$ cat src/rtl/core/joystick_calibrate_and_map_top_macros.svh
// Assertion macros shared by the joystick calibration RTL
`ifndef JOYSTICK_CALIBRATE_AND_MAP_TOP_MACROS_SVH
`define JOYSTICK_CALIBRATE_AND_MAP_TOP_MACROS_SVH

// Implication checked at every rising clock edge outside reset
`define JCM_ASSERT_IMPL(label, clk, rst, ante, cons) \
   label: assert property (@(posedge clk) disable iff (rst) (ante) |-> (cons)) \
      else $error("assertion failed");

// Next-cycle implication checked outside reset
`define JCM_ASSERT_NEXT(label, clk, rst, ante, cons) \
   label: assert property (@(posedge clk) disable iff (rst) (ante) |=> (cons)) \
      else $error("assertion failed");

`endif

$ cat src/rtl/core/jcm_pkg.sv
`timescale 1ns / 1ps
// ----------------------------------------------------------------------------
// jcm_pkg
// Types and constants shared by the joystick calibration and mapping block.
// ----------------------------------------------------------------------------
package jcm_pkg;
   localparam int SmpW   = 12;
   localparam int NumAxes = 4;

   localparam logic [1:0] CMD_SAMPLE = 2'd0;
   localparam logic [1:0] CMD_START  = 2'd1;
   localparam logic [1:0] CMD_ABORT  = 2'd2;
   localparam logic [1:0] CMD_RESET  = 2'd3;

   localparam logic [2:0] PH_IDLE = 3'd0;
   localparam logic [2:0] PH_LMIN = 3'd1;
   localparam logic [2:0] PH_RCTR = 3'd6;
   localparam logic [2:0] PH_DONE = 3'd7;

   localparam logic [2:0] REG_STABLE  = 3'd0;
   localparam logic [2:0] REG_CLOW    = 3'd1;
   localparam logic [2:0] REG_CHIGH   = 3'd2;
   localparam logic [2:0] REG_MLOW    = 3'd3;
   localparam logic [2:0] REG_MHIGH   = 3'd4;

   typedef struct packed {
      logic [1:0]  cmd;
      logic [11:0] left_x_raw;
      logic [11:0] left_y_raw;
      logic [11:0] right_x_raw;
      logic [11:0] right_y_raw;
   } req_type;

   typedef struct packed {
      logic [7:0] left_x_out;
      logic [7:0] left_y_out;
      logic [7:0] right_x_out;
      logic [7:0] right_y_out;
      logic [2:0] phase;
      logic       calibrating;
      logic       complete;
   } rsp_type;

   // Work item passed from front to back: samples plus calibration snapshot
   typedef struct packed {
      logic                          is_sample;
      logic [2:0]                    phase;
      logic [NumAxes-1:0][SmpW-1:0]  smp;
      logic [NumAxes-1:0][SmpW-1:0]  lo;
      logic [NumAxes-1:0][SmpW-1:0]  hi;
      logic [NumAxes-1:0][SmpW-1:0]  mid;
   } work_type;
endpackage

$ cat src/rtl/core/jcm_front.sv
`timescale 1ns / 1ps
// ----------------------------------------------------------------------------
// jcm_front
// Accepts requests, runs the calibration sequencer and snapshots the
// calibration data into a work item for the mapping back end.
// ----------------------------------------------------------------------------
module jcm_front
   import jcm_pkg::*;
(
   input  logic        clock,
   input  logic        reset,
   input  logic        req_push,
   input  req_type     req_data,
   input  logic        q_full,
   output logic        q_push,
   output work_type    q_data,
   input  logic [15:0] stable_samples,
   input  logic [11:0] corner_low_limit,
   input  logic [11:0] corner_high_limit,
   input  logic [11:0] center_low_limit,
   input  logic [11:0] center_high_limit
);
   logic [NumAxes-1:0][SmpW-1:0] lo_ff, lo_in, hi_ff, hi_in, mid_ff, mid_in;
   logic [2:0]  phase_ff, phase_in;
   logic [15:0] cnt_ff, cnt_in;
   logic [SmpW-1:0] a, b;
   logic [1:0]  kind;
   logic        right, ok, fire;
   logic [15:0] cnt_inc;

   assign fire = req_push && !q_full;
   assign q_push = fire;

   // Select the pair under test and classify it
   always_comb begin
      right = (phase_ff > 3'd3);
      a = right ? req_data.right_x_raw : req_data.left_x_raw;
      b = right ? req_data.right_y_raw : req_data.left_y_raw;
      unique case (phase_ff)
         3'd1, 3'd4: kind = 2'd0;
         3'd2, 3'd5: kind = 2'd1;
         default:    kind = 2'd2;
      endcase
      unique case (kind)
         2'd0:    ok = (a < corner_low_limit) && (b < corner_low_limit);
         2'd1:    ok = (a > corner_high_limit) && (b > corner_high_limit);
         default: ok = (a > center_low_limit) && (a < center_high_limit) &&
                       (b > center_low_limit) && (b < center_high_limit);
      endcase
      cnt_inc = cnt_ff + 16'd1;
   end

   // Advance the sequencer
   always_comb begin
      lo_in = lo_ff; hi_in = hi_ff; mid_in = mid_ff;
      phase_in = phase_ff; cnt_in = cnt_ff;
      if (fire) begin
         unique case (req_data.cmd)
            CMD_SAMPLE: begin
               if (phase_ff >= PH_LMIN && phase_ff <= PH_RCTR) begin
                  if (!ok) begin
                     cnt_in = '0;
                  end else if (cnt_inc >= stable_samples) begin
                     cnt_in = '0;
                     phase_in = phase_ff + 3'd1;
                     unique case (kind)
                        2'd0: begin
                           lo_in[{right, 1'b0}] = a; lo_in[{right, 1'b1}] = b;
                        end
                        2'd1: begin
                           hi_in[{right, 1'b0}] = a; hi_in[{right, 1'b1}] = b;
                        end
                        default: begin
                           mid_in[{right, 1'b0}] = a; mid_in[{right, 1'b1}] = b;
                        end
                     endcase
                  end else begin
                     cnt_in = cnt_inc;
                  end
               end
            end
            CMD_START: begin
               phase_in = PH_LMIN; cnt_in = '0;
            end
            CMD_ABORT: begin
               phase_in = PH_IDLE; cnt_in = '0;
            end
            default: begin
               phase_in = PH_IDLE; cnt_in = '0;
               for (int i = 0; i < NumAxes; i++) begin
                  lo_in[i] = '0; hi_in[i] = '1; mid_in[i] = {1'b1, {(SmpW-1){1'b0}}};
               end
            end
         endcase
      end
   end

   // Build the work item from the post-step state
   always_comb begin
      q_data.is_sample = (req_data.cmd == CMD_SAMPLE);
      q_data.phase = phase_in;
      q_data.smp[0] = req_data.left_x_raw;
      q_data.smp[1] = req_data.left_y_raw;
      q_data.smp[2] = req_data.right_x_raw;
      q_data.smp[3] = req_data.right_y_raw;
      q_data.lo = lo_in; q_data.hi = hi_in; q_data.mid = mid_in;
   end

   always_ff @(posedge clock) begin
      if (reset) begin
         phase_ff <= PH_IDLE;
         cnt_ff <= '0;
         for (int i = 0; i < NumAxes; i++) begin
            lo_ff[i] <= '0; hi_ff[i] <= '1; mid_ff[i] <= {1'b1, {(SmpW-1){1'b0}}};
         end
      end else begin
         phase_ff <= phase_in; cnt_ff <= cnt_in;
         lo_ff <= lo_in; hi_ff <= hi_in; mid_ff <= mid_in;
      end
   end

`include "joystick_calibrate_and_map_top_macros.svh"
   `JCM_ASSERT_NEXT(a_hold_idle, clock, reset, !fire, phase_ff == $past(phase_ff))
   `JCM_ASSERT_NEXT(a_start, clock, reset, fire && req_data.cmd == CMD_START, phase_ff == PH_LMIN)
   `JCM_ASSERT_IMPL(a_cnt_zero_idle, clock, reset, phase_ff == PH_IDLE || phase_ff == PH_DONE, cnt_ff == 16'd0 || $past(phase_ff) == phase_ff)
endmodule

$ cat src/rtl/core/jcm_queue.sv
`timescale 1ns / 1ps
// ----------------------------------------------------------------------------
// jcm_queue
// Two-entry queue of work items between the front and back ends.
// ----------------------------------------------------------------------------
module jcm_queue
   import jcm_pkg::*;
(
   input  logic     clock,
   input  logic     reset,
   input  logic     push,
   input  work_type wdata,
   output logic     full,
   input  logic     pop,
   output logic     empty,
   output work_type rdata
);
   work_type   mem_ff [2];
   logic       wp_ff, rp_ff;
   logic [1:0] cnt_ff;

   assign full  = (cnt_ff == 2'd2);
   assign empty = (cnt_ff == 2'd0);
   assign rdata = mem_ff[rp_ff];

   // Store entries
   always_ff @(posedge clock) begin
      if (push) mem_ff[wp_ff] <= wdata;
   end

   // Advance pointers and count
   always_ff @(posedge clock) begin
      if (reset) begin
         wp_ff <= 1'b0; rp_ff <= 1'b0; cnt_ff <= '0;
      end else begin
         if (push) wp_ff <= ~wp_ff;
         if (pop) rp_ff <= ~rp_ff;
         cnt_ff <= cnt_ff + {1'b0, push} - {1'b0, pop};
      end
   end

`include "joystick_calibrate_and_map_top_macros.svh"
   `JCM_ASSERT_IMPL(a_no_overflow, clock, reset, full, !push)
   `JCM_ASSERT_IMPL(a_no_underflow, clock, reset, empty, !pop)
   `JCM_ASSERT_IMPL(a_cnt_range, clock, reset, 1'b1, cnt_ff != 2'd3)
endmodule

$ cat src/rtl/core/jcm_back.sv
`timescale 1ns / 1ps
// ----------------------------------------------------------------------------
// jcm_back
// Maps the four axes of a sample work item with one shared restoring divider,
// one axis after another, and holds the finished result for the consumer.
// ----------------------------------------------------------------------------
module jcm_back
   import jcm_pkg::*;
(
   input  logic     clock,
   input  logic     reset,
   input  logic     q_empty,
   input  work_type q_data,
   output logic     q_pop,
   output logic     rsp_empty,
   input  logic     rsp_pop,
   output rsp_type  rsp_data
);
   localparam logic [1:0] ST_IDLE = 2'd0;
   localparam logic [1:0] ST_SETUP = 2'd1;
   localparam logic [1:0] ST_DIV  = 2'd2;
   localparam logic [1:0] ST_OUT  = 2'd3;
   localparam int NumW = SmpW + 7;

   logic [1:0]  st_ff, st_in;
   logic [1:0]  ax_ff, ax_in;
   logic [4:0]  bit_ff, bit_in;
   logic [NumW-1:0] num_ff, num_in, quo_ff, quo_in;
   logic [SmpW:0]   rem_ff, rem_in;
   logic [SmpW-1:0] den_ff, den_in;
   logic            up_ff, up_in;
   logic [3:0][7:0] res_ff, res_in;
   logic            full_ff, full_in;
   rsp_type         out_ff, out_in;
   logic [SmpW-1:0] v, lo, hi, c;
   logic [SmpW:0]   trial;
   logic [7:0]      done_val;

   assign v  = q_data.smp[ax_ff];
   assign lo = q_data.lo[ax_ff];
   assign hi = q_data.hi[ax_ff];
   assign c  = q_data.mid[ax_ff];
   assign trial = {rem_ff[SmpW-1:0], num_ff[NumW-1]};
   assign done_val = up_ff ? 8'd128 + quo_ff[7:0] : 8'd128 - quo_ff[7:0];
   assign rsp_empty = !full_ff;
   assign rsp_data = out_ff;

   always_comb begin
      st_in = st_ff; ax_in = ax_ff; bit_in = bit_ff; num_in = num_ff;
      quo_in = quo_ff; rem_in = rem_ff; den_in = den_ff; up_in = up_ff;
      res_in = res_ff; full_in = full_ff && !rsp_pop; out_in = out_ff;
      q_pop = 1'b0;
      unique case (st_ff)
         ST_IDLE: begin
            if (!q_empty) begin
               ax_in = '0;
               st_in = q_data.is_sample ? ST_SETUP : ST_OUT;
               res_in = '0;
            end
         end
         // Pick the segment; settle clamped cases directly
         ST_SETUP: begin
            rem_in = '0; quo_in = '0; bit_in = 5'(NumW);
            if (v <= c) begin
               up_in = 1'b0; den_in = c - lo;
               num_in = NumW'({7'd0, c - v} << 7);
               if (v <= lo) begin
                  res_in[ax_ff] = 8'd0; st_in = ST_SETUP; ax_in = ax_ff + 2'd1;
                  if (ax_ff == 2'd3) st_in = ST_OUT;
               end else begin
                  st_in = ST_DIV;
               end
            end else begin
               up_in = 1'b1; den_in = hi - c;
               num_in = NumW'(({7'd0, v - c} << 7) - {7'd0, v - c});
               if (v >= hi) begin
                  res_in[ax_ff] = 8'd255; ax_in = ax_ff + 2'd1;
                  if (ax_ff == 2'd3) st_in = ST_OUT;
               end else begin
                  st_in = ST_DIV;
               end
            end
         end
         // One quotient bit per cycle
         ST_DIV: begin
            if (bit_ff == 5'd0) begin
               res_in[ax_ff] = done_val; ax_in = ax_ff + 2'd1;
               st_in = (ax_ff == 2'd3) ? ST_OUT : ST_SETUP;
            end else begin
               num_in = num_ff << 1;
               if (trial >= {1'b0, den_ff}) begin
                  rem_in = trial - {1'b0, den_ff};
                  quo_in = {quo_ff[NumW-2:0], 1'b1};
               end else begin
                  rem_in = trial;
                  quo_in = {quo_ff[NumW-2:0], 1'b0};
               end
               bit_in = bit_ff - 5'd1;
            end
         end
         default: begin
            if (!full_ff || rsp_pop) begin
               q_pop = 1'b1; full_in = 1'b1; st_in = ST_IDLE;
               out_in.left_x_out = res_ff[0]; out_in.left_y_out = res_ff[1];
               out_in.right_x_out = res_ff[2]; out_in.right_y_out = res_ff[3];
               out_in.phase = q_data.phase;
               out_in.calibrating = (q_data.phase >= PH_LMIN) && (q_data.phase <= PH_RCTR);
               out_in.complete = (q_data.phase == PH_DONE);
            end
         end
      endcase
   end

   always_ff @(posedge clock) begin
      if (reset) begin
         st_ff <= ST_IDLE; full_ff <= 1'b0;
      end else begin
         st_ff <= st_in; full_ff <= full_in;
      end
      ax_ff <= ax_in; bit_ff <= bit_in; num_ff <= num_in; quo_ff <= quo_in;
      rem_ff <= rem_in; den_ff <= den_in; up_ff <= up_in; res_ff <= res_in;
      out_ff <= out_in;
   end

`include "joystick_calibrate_and_map_top_macros.svh"
   `JCM_ASSERT_IMPL(a_pop_out, clock, reset, q_pop, st_ff == ST_OUT && !q_empty)
   `JCM_ASSERT_NEXT(a_res_valid, clock, reset, q_pop, !rsp_empty)
   `JCM_ASSERT_IMPL(a_div_den, clock, reset, st_ff == ST_DIV, den_ff != '0)
endmodule

$ cat src/rtl/core/joystick_calibrate_and_map_top.sv
`timescale 1ns / 1ps
// ----------------------------------------------------------------------------
// joystick_calibrate_and_map_top
// Joystick three-point calibration with piecewise-linear axis mapping.
//
//   channel | ports              | handshake
//   request | req_push/req_full  | push && !full
//   result  | rsp_pop/rsp_empty  | pop && !empty
//   config  | csr_psel..pready   | psel && penable && pwrite
//
// Samples are mapped by the single shared divider, which computes one quotient
// bit per cycle, one axis after another.
// The front end runs calibration in the cycle of acceptance; a two-entry
// queue lets it take requests while the back end maps. Synchronous reset
// restores defaults and calibration data. A stalled result holds the back end.
// ----------------------------------------------------------------------------
module joystick_calibrate_and_map_top
   import jcm_pkg::*;
(
   input  logic        clock,
   input  logic        reset,
   input  logic        req_push,
   output logic        req_full,
   input  req_type     req_data,
   output logic        rsp_empty,
   input  logic        rsp_pop,
   output rsp_type     rsp_data,
   input  logic        csr_psel,
   input  logic        csr_penable,
   input  logic        csr_pwrite,
   input  logic [4:0]  csr_paddr,
   input  logic [31:0] csr_pwdata,
   output logic [31:0] csr_prdata,
   output logic        csr_pready
);
   logic [15:0] stable_ff;
   logic [11:0] clow_ff, chigh_ff, mlow_ff, mhigh_ff;
   logic        q_push, q_full, q_pop, q_empty, wr;
   work_type    q_wdata, q_rdata;
   logic [2:0]  idx;

   assign csr_pready = 1'b1;
   assign idx = csr_paddr[4:2];
   assign wr = csr_psel && csr_penable && csr_pwrite;

   // Register writes
   always_ff @(posedge clock) begin
      if (reset) begin
         stable_ff <= 16'd50; clow_ff <= 12'd500; chigh_ff <= 12'd3595;
         mlow_ff <= 12'd1848; mhigh_ff <= 12'd2248;
      end else if (wr) begin
         unique case (idx)
            REG_STABLE: stable_ff <= csr_pwdata[15:0];
            REG_CLOW:   clow_ff   <= csr_pwdata[11:0];
            REG_CHIGH:  chigh_ff  <= csr_pwdata[11:0];
            REG_MLOW:   mlow_ff   <= csr_pwdata[11:0];
            REG_MHIGH:  mhigh_ff  <= csr_pwdata[11:0];
            default: ;
         endcase
      end
   end

   // Register reads
   always_comb begin
      unique case (idx)
         REG_STABLE: csr_prdata = {16'd0, stable_ff};
         REG_CLOW:   csr_prdata = {20'd0, clow_ff};
         REG_CHIGH:  csr_prdata = {20'd0, chigh_ff};
         REG_MLOW:   csr_prdata = {20'd0, mlow_ff};
         REG_MHIGH:  csr_prdata = {20'd0, mhigh_ff};
         default:    csr_prdata = '0;
      endcase
   end

   assign req_full = q_full;

   jcm_front u_front (
      .clock, .reset, .req_push, .req_data, .q_full, .q_push, .q_data(q_wdata),
      .stable_samples(stable_ff), .corner_low_limit(clow_ff),
      .corner_high_limit(chigh_ff), .center_low_limit(mlow_ff),
      .center_high_limit(mhigh_ff)
   );

   jcm_queue u_queue (
      .clock, .reset, .push(q_push), .wdata(q_wdata), .full(q_full),
      .pop(q_pop), .empty(q_empty), .rdata(q_rdata)
   );

   jcm_back u_back (
      .clock, .reset, .q_empty, .q_data(q_rdata), .q_pop,
      .rsp_empty, .rsp_pop, .rsp_data
   );
endmodule

$ cat config.mk
export PLATFORM = sky130hd
export DESIGN_NAME = joystick_calibrate_and_map_top
export DESIGN_NICKNAME = d
export VERILOG_FILES = /design/src/rtl/core/jcm_pkg.sv /design/src/rtl/core/jcm_front.sv /design/src/rtl/core/jcm_queue.sv /design/src/rtl/core/jcm_back.sv /design/src/rtl/core/joystick_calibrate_and_map_top.sv
export VERILOG_INCLUDE_DIRS = /design/src /design/src/rtl/core
export SDC_FILE = /design/constraint.sdc
export NUM_CORES = 2
export LEC_CHECK = 0
export ABC_CLOCK_PERIOD_IN_PS = 19200
export BUFFER_PORTS_ARGS = -buffer_cell sky130_fd_sc_hd__buf_2
export CAP_MARGIN = 30
export CORE_MARGIN = 2
export CORE_UTILIZATION = 51
export CTS_CLUSTER_SIZE = 40
export DETAILED_ROUTE_END_ITERATION = 10
export HOLD_SLACK_MARGIN = 0.15
export PLACE_DENSITY = 0.75
export SYNTH_ARGS = -nofsm -noshare
export SYNTH_HDL_FRONTEND = slang
export SYNTH_SLANG_ARGS = --single-unit
export TNS_END_PERCENT = 30
$ cat constraint.sdc
create_clock -name clock -period 19.2 [get_ports clock]
set_clock_uncertainty 0.2 [all_clocks]
set_input_delay 2.88 -clock clock [delete_from_list [all_inputs] [get_ports clock]]
set_output_delay 2.88 -clock clock [all_outputs]
set_load 0.02 [all_outputs]
==> flow_summary_export.csv <==
group,metric,value,unit
status,result_of_the_run,"complete, no violations",
clock_tree,cts_setup_buffers,0,
detailed_routing,detailedRoute.firstIterationViolations,2721,
pwr,power.internal,4.25,mW
worst_setup_path,worst-endpoint-arrival,4.92,ns
floorplan,die_width,276,um
worst_setup_path,regToRegEndpoint,"u_back.num_ff[14]$_DFFE_PP_",
detailed_routing,vias,27200,
clock_tree,number_of_buffers_inserted_during_clock_tree_synthesis,80,
job,max_cap_violations,0,
floorplan,dieArea,76400,um^2
pwr,clock_power_share,22.1,%
clock_tree,clock_sinks,755,
synthesis,synth_largest_type_area_fraction,41.3,%
synthesis,cells_after_synthesis,3309,
synthesis,synth.area.top_cells,"sky130_fd_sc_hd__edfxtp_1, sky130_fd_sc_hd__dfxtp_1, sky130_fd_sc_hd__ha_1, sky130_fd_sc_hd__mux4_2, sky130_fd_sc_hd__nand2_1",
worst_setup_path,critical_path_class,"in -> out",
sta,slew_viols_final,0,
pwr,comb_power_share,46.3,%
clock_tree,post_cts_hold_buffer_count,0,
synthesis,post_synth_instance_area,37800,um^2
worst_hold_path,hold-path-endpoint,"u_back.rsp_data[24]$_DFFE_PP_",
synthesis,synth_area_per_cell,11.4,um^2
detailed_routing,drt_first_pass_iters,6,
worst_setup_path,worst_setup_path_start_kind,"primary input",
sta,minimum_clock_period,8.00,ns
sta,rsz_0062_raised_after_global_routing,"no",
sta,timing_hold_violations_final,0,
sta,timing.fmax,125,MHz
synthesis,ys.warnings.count,0,
final_layout,layout.cell_area.non_filler,42000,um^2
global_route,gr-total-overflow,0,
worst_hold_path,timing.hold.worst_path_depth,0,
pwr,powerDensity,166,nW/um^2
detailed_routing,post_drt_wl_per_cell,22.9,um
synthesis,postSynth.asyncResetShare,0,%
worst_setup_path,crit_path_end_kind,"primary output",
synthesis,postSynth.topFlopCell,"sky130_fd_sc_hd__edfxtp_1",
detailed_routing,postRouteWirelength,101000,um
worst_setup_path,setup.reg_to_reg.worst_slack,12.21,ns
global_route,grt_pass1_vias,26600,
synthesis,ys_seq_area_share,53.7,%
worst_setup_path,critPathMaxFanout,32,
pwr,leakagePower,15.8,nW
pwr,pwr-share-seq,31.6,%
sta,final-setup-viol-count,0,
floorplan,top_level_ports,166,
global_route,grtUsageTotal,26.1,%
global_route,wire_length_of_the_first_global_routing_pass,155000,um
placement,place_inst,4271,
placement,place_area,39400,um^2
detailed_routing,detail_route.drc_violations,0,
clock_tree,clk_pin_slew_worst_paths,0.05,ns
final_layout,num-nets-final,3707,
placement,io_buffer_count,130,
clock_tree,source_to_sink_clock_delay_at_the_later_pin_of_the_worst_skew_pair,0.65,ns
detailed_routing,vias_per_cell,6.15,
placement,gp_congestion,0.932,
final_layout,final_common_cell,"sky130_fd_sc_hd__edfxtp_1",
synthesis,post_synth_num_cell_types,87,
clock_tree,clock_tree_from_tritoncts,"built",
final_layout,post_route_cells_drive_above_1_share,13.4,%
worst_setup_path,cp.required,16.12,ns
sta,period_share,41.7,%
global_route,antenna_violations_before_repair,4,
pwr,power,6.97,mW
final_layout,layout-area-overhead-vs-synth,11.1,%
synthesis,ys_seq_elements,755,
detailed_routing,count_of_nets_left_with_antenna_violations_after_detail_routing,0,
synthesis,number_of_flops_mapped_to_enable_cells_by_yosys,520,
final_layout,final-instance-count-excl-fill,4420,
worst_hold_path,hp-start,"u_back.res_ff[11]$_DFFE_PP_",
pwr,vdd_drop_max,0.000191,V
worst_hold_path,holdCritPathClass,"reg -> reg",
clock_tree,cts.htree.levels,3,
pwr,swShare,39.0,%
clock_tree,clk_root_buffer_cell,"sky130_fd_sc_hd__clkbuf_16",
sta,finalSetupTns,0,ns
global_route,pin_count_of_the_biggest_net_entering_global_routing,187,
floorplan,initial_core_util,51.7,%
worst_setup_path,timing.reg2reg.worst_path_depth,24,
sta,maxSlewHeadroom,11.6,%
clock_tree,cts.repair.resized,0,
final_layout,layout.cells.most_common_list,"sky130_fd_sc_hd__edfxtp_1, sky130_fd_sc_hd__nand2_1, sky130_fd_sc_hd__dfxtp_1",
floorplan,chipHeight,276,um
sta,worst_slew_pin_slew,1.33,ns
pwr,power_switching,2.72,mW
clock_tree,number_of_buffers_on_the_longest_clock_path,3,
placement,dp_hpwl,68400,um
floorplan,coreArea,73200,um^2
synthesis,synthDominantAreaCellType,"sky130_fd_sc_hd__edfxtp_1",
floorplan,standard_cell_row_count,99,
==> power by group through the flow <==
stage                     Combinational, mW  Sequential, mW  Clock [mW]
final                                  3.23            2.20        1.54
after global routing                   3.56            2.23        1.62
after CTS                              3.19            2.20        1.55
after detailed placement               3.17            2.24           0
after global placement                 3.11            2.23           0
after floorplan                        2.37            2.25           0
==> metrics by stage <==
step / setup WS, ns / utilization (%) / hold WS [ns]
2_1_floorplan: 6.64 / - / 0.218
3_3_place_gp: 11.26 / 53.7 / 0.230
3_5_place_dp: 11.26 / 53.9 / 0.231
4_1_cts: 11.28 / 57.4 / 0.246
5_1_grt: 11.04 / 57.4 / 0.250
6_report: 11.20 / 57.4 / 0.245
==> how the worst max path moves through the flow <==
stage	start	endpoint	slack [ns]	cells after the start
6_report	csr_paddr[2]	csr_prdata[10]	11.20	5
5_1_grt	csr_paddr[2]	csr_prdata[10]	11.04	5
4_1_cts	csr_paddr[2]	csr_prdata[10]	11.28	5
3_5_place_dp	req_data[33]	u_front.hi_ff[2]$_SDFF_PP1_	11.26	14
3_3_place_gp	csr_paddr[2]	csr_prdata[6]	11.26	5
2_1_floorplan	req_push	u_queue.mem_ff[0][0]$_DFFE_PP_	6.64	4
==> cell families after synthesis <==
logic type      Yosys count  synth area share, %
mux                     154                 7.27
other cells               2               0.0198
buf+inv                 354                 3.83
simple gates           1028                 13.1
flops                   755                 53.7
xor+xnor                 77                 1.82
fa+ha+maj               219                 7.34
compound gates          720                 12.9
==> area by class of cell <==
cell class | count | area, um^2
flip-flops and latches | 755 | 20300
well taps | 959 | 1200
clock inverters | 36 | 370
inverters | 167 | 627
fillers | 5834 | 31200
clock buffers | 111 | 2240
repair buffers | 175 | 1090
diodes | 2 | 5.00
multi-input cells | 2215 | 16200
==> synth_stat cells (29+ instances only) <==
| cell type | instances |
|---|---|
| sky130_fd_sc_hd__nor3_1 | 112 |
| sky130_fd_sc_hd__and2_1 | 75 |
| sky130_fd_sc_hd__o21ai_0 | 114 |
| sky130_fd_sc_hd__mux4_2 | 96 |
| sky130_fd_sc_hd__nor2_1 | 198 |
| sky130_fd_sc_hd__a21o_1 | 41 |
| sky130_fd_sc_hd__inv_1 | 166 |
| sky130_fd_sc_hd__xnor2_1 | 50 |
| sky130_fd_sc_hd__mux2i_1 | 53 |
| sky130_fd_sc_hd__a21oi_1 | 196 |
| sky130_fd_sc_hd__clkbuf_1 | 124 |
| sky130_fd_sc_hd__a22oi_1 | 109 |
| sky130_fd_sc_hd__edfxtp_1 | 520 |
| sky130_fd_sc_hd__nand2b_1 | 29 |
| sky130_fd_sc_hd__nand2_1 | 343 |
| sky130_fd_sc_hd__nand3_1 | 60 |
| sky130_fd_sc_hd__a311oi_1 | 34 |
| sky130_fd_sc_hd__dfxtp_1 | 235 |
| sky130_fd_sc_hd__ha_1 | 214 |
| sky130_fd_sc_hd__buf_1 | 29 |
| sky130_fd_sc_hd__nor2b_1 | 94 |
==> layer usage <==
| metal | up-vias | routed length, um | GRT usage, % |
|---|---|---|---|
| li1 | 12400 | - | - |
| met1 | 13400 | 41300 | 34.1 |
| met2 | 1106 | 46700 | 42.1 |
| met3 | 250 | 7520 | 3.87 |
| met4 | 2 | 5600 | 14.2 |
| met5 | - | 13 | 0 |
==> worst max-delay path, stage by stage <==
cell	delay, ns
sky130_fd_sc_hd__buf_2	0.43
sky130_fd_sc_hd__nor2b_1	0.90
sky130_fd_sc_hd__a22oi_1	0.22
sky130_fd_sc_hd__o22ai_1	0.27
sky130_fd_sc_hd__buf_2	0.21
==> registers in the layout, summed over array words and instances (netlist names), 16 cells and up, named ones only <==
register and flops:
u_queue.mem_ff 392, u_front.hi_ff 48, u_front.lo_ff 48, u_front.mid_ff 48
u_back.rsp_data 37, u_back.res_ff 32, u_back.num_ff 19, stable_ff 16
u_front.cnt_ff 16
No activity file was read; power rests on OpenSTA's default activity.
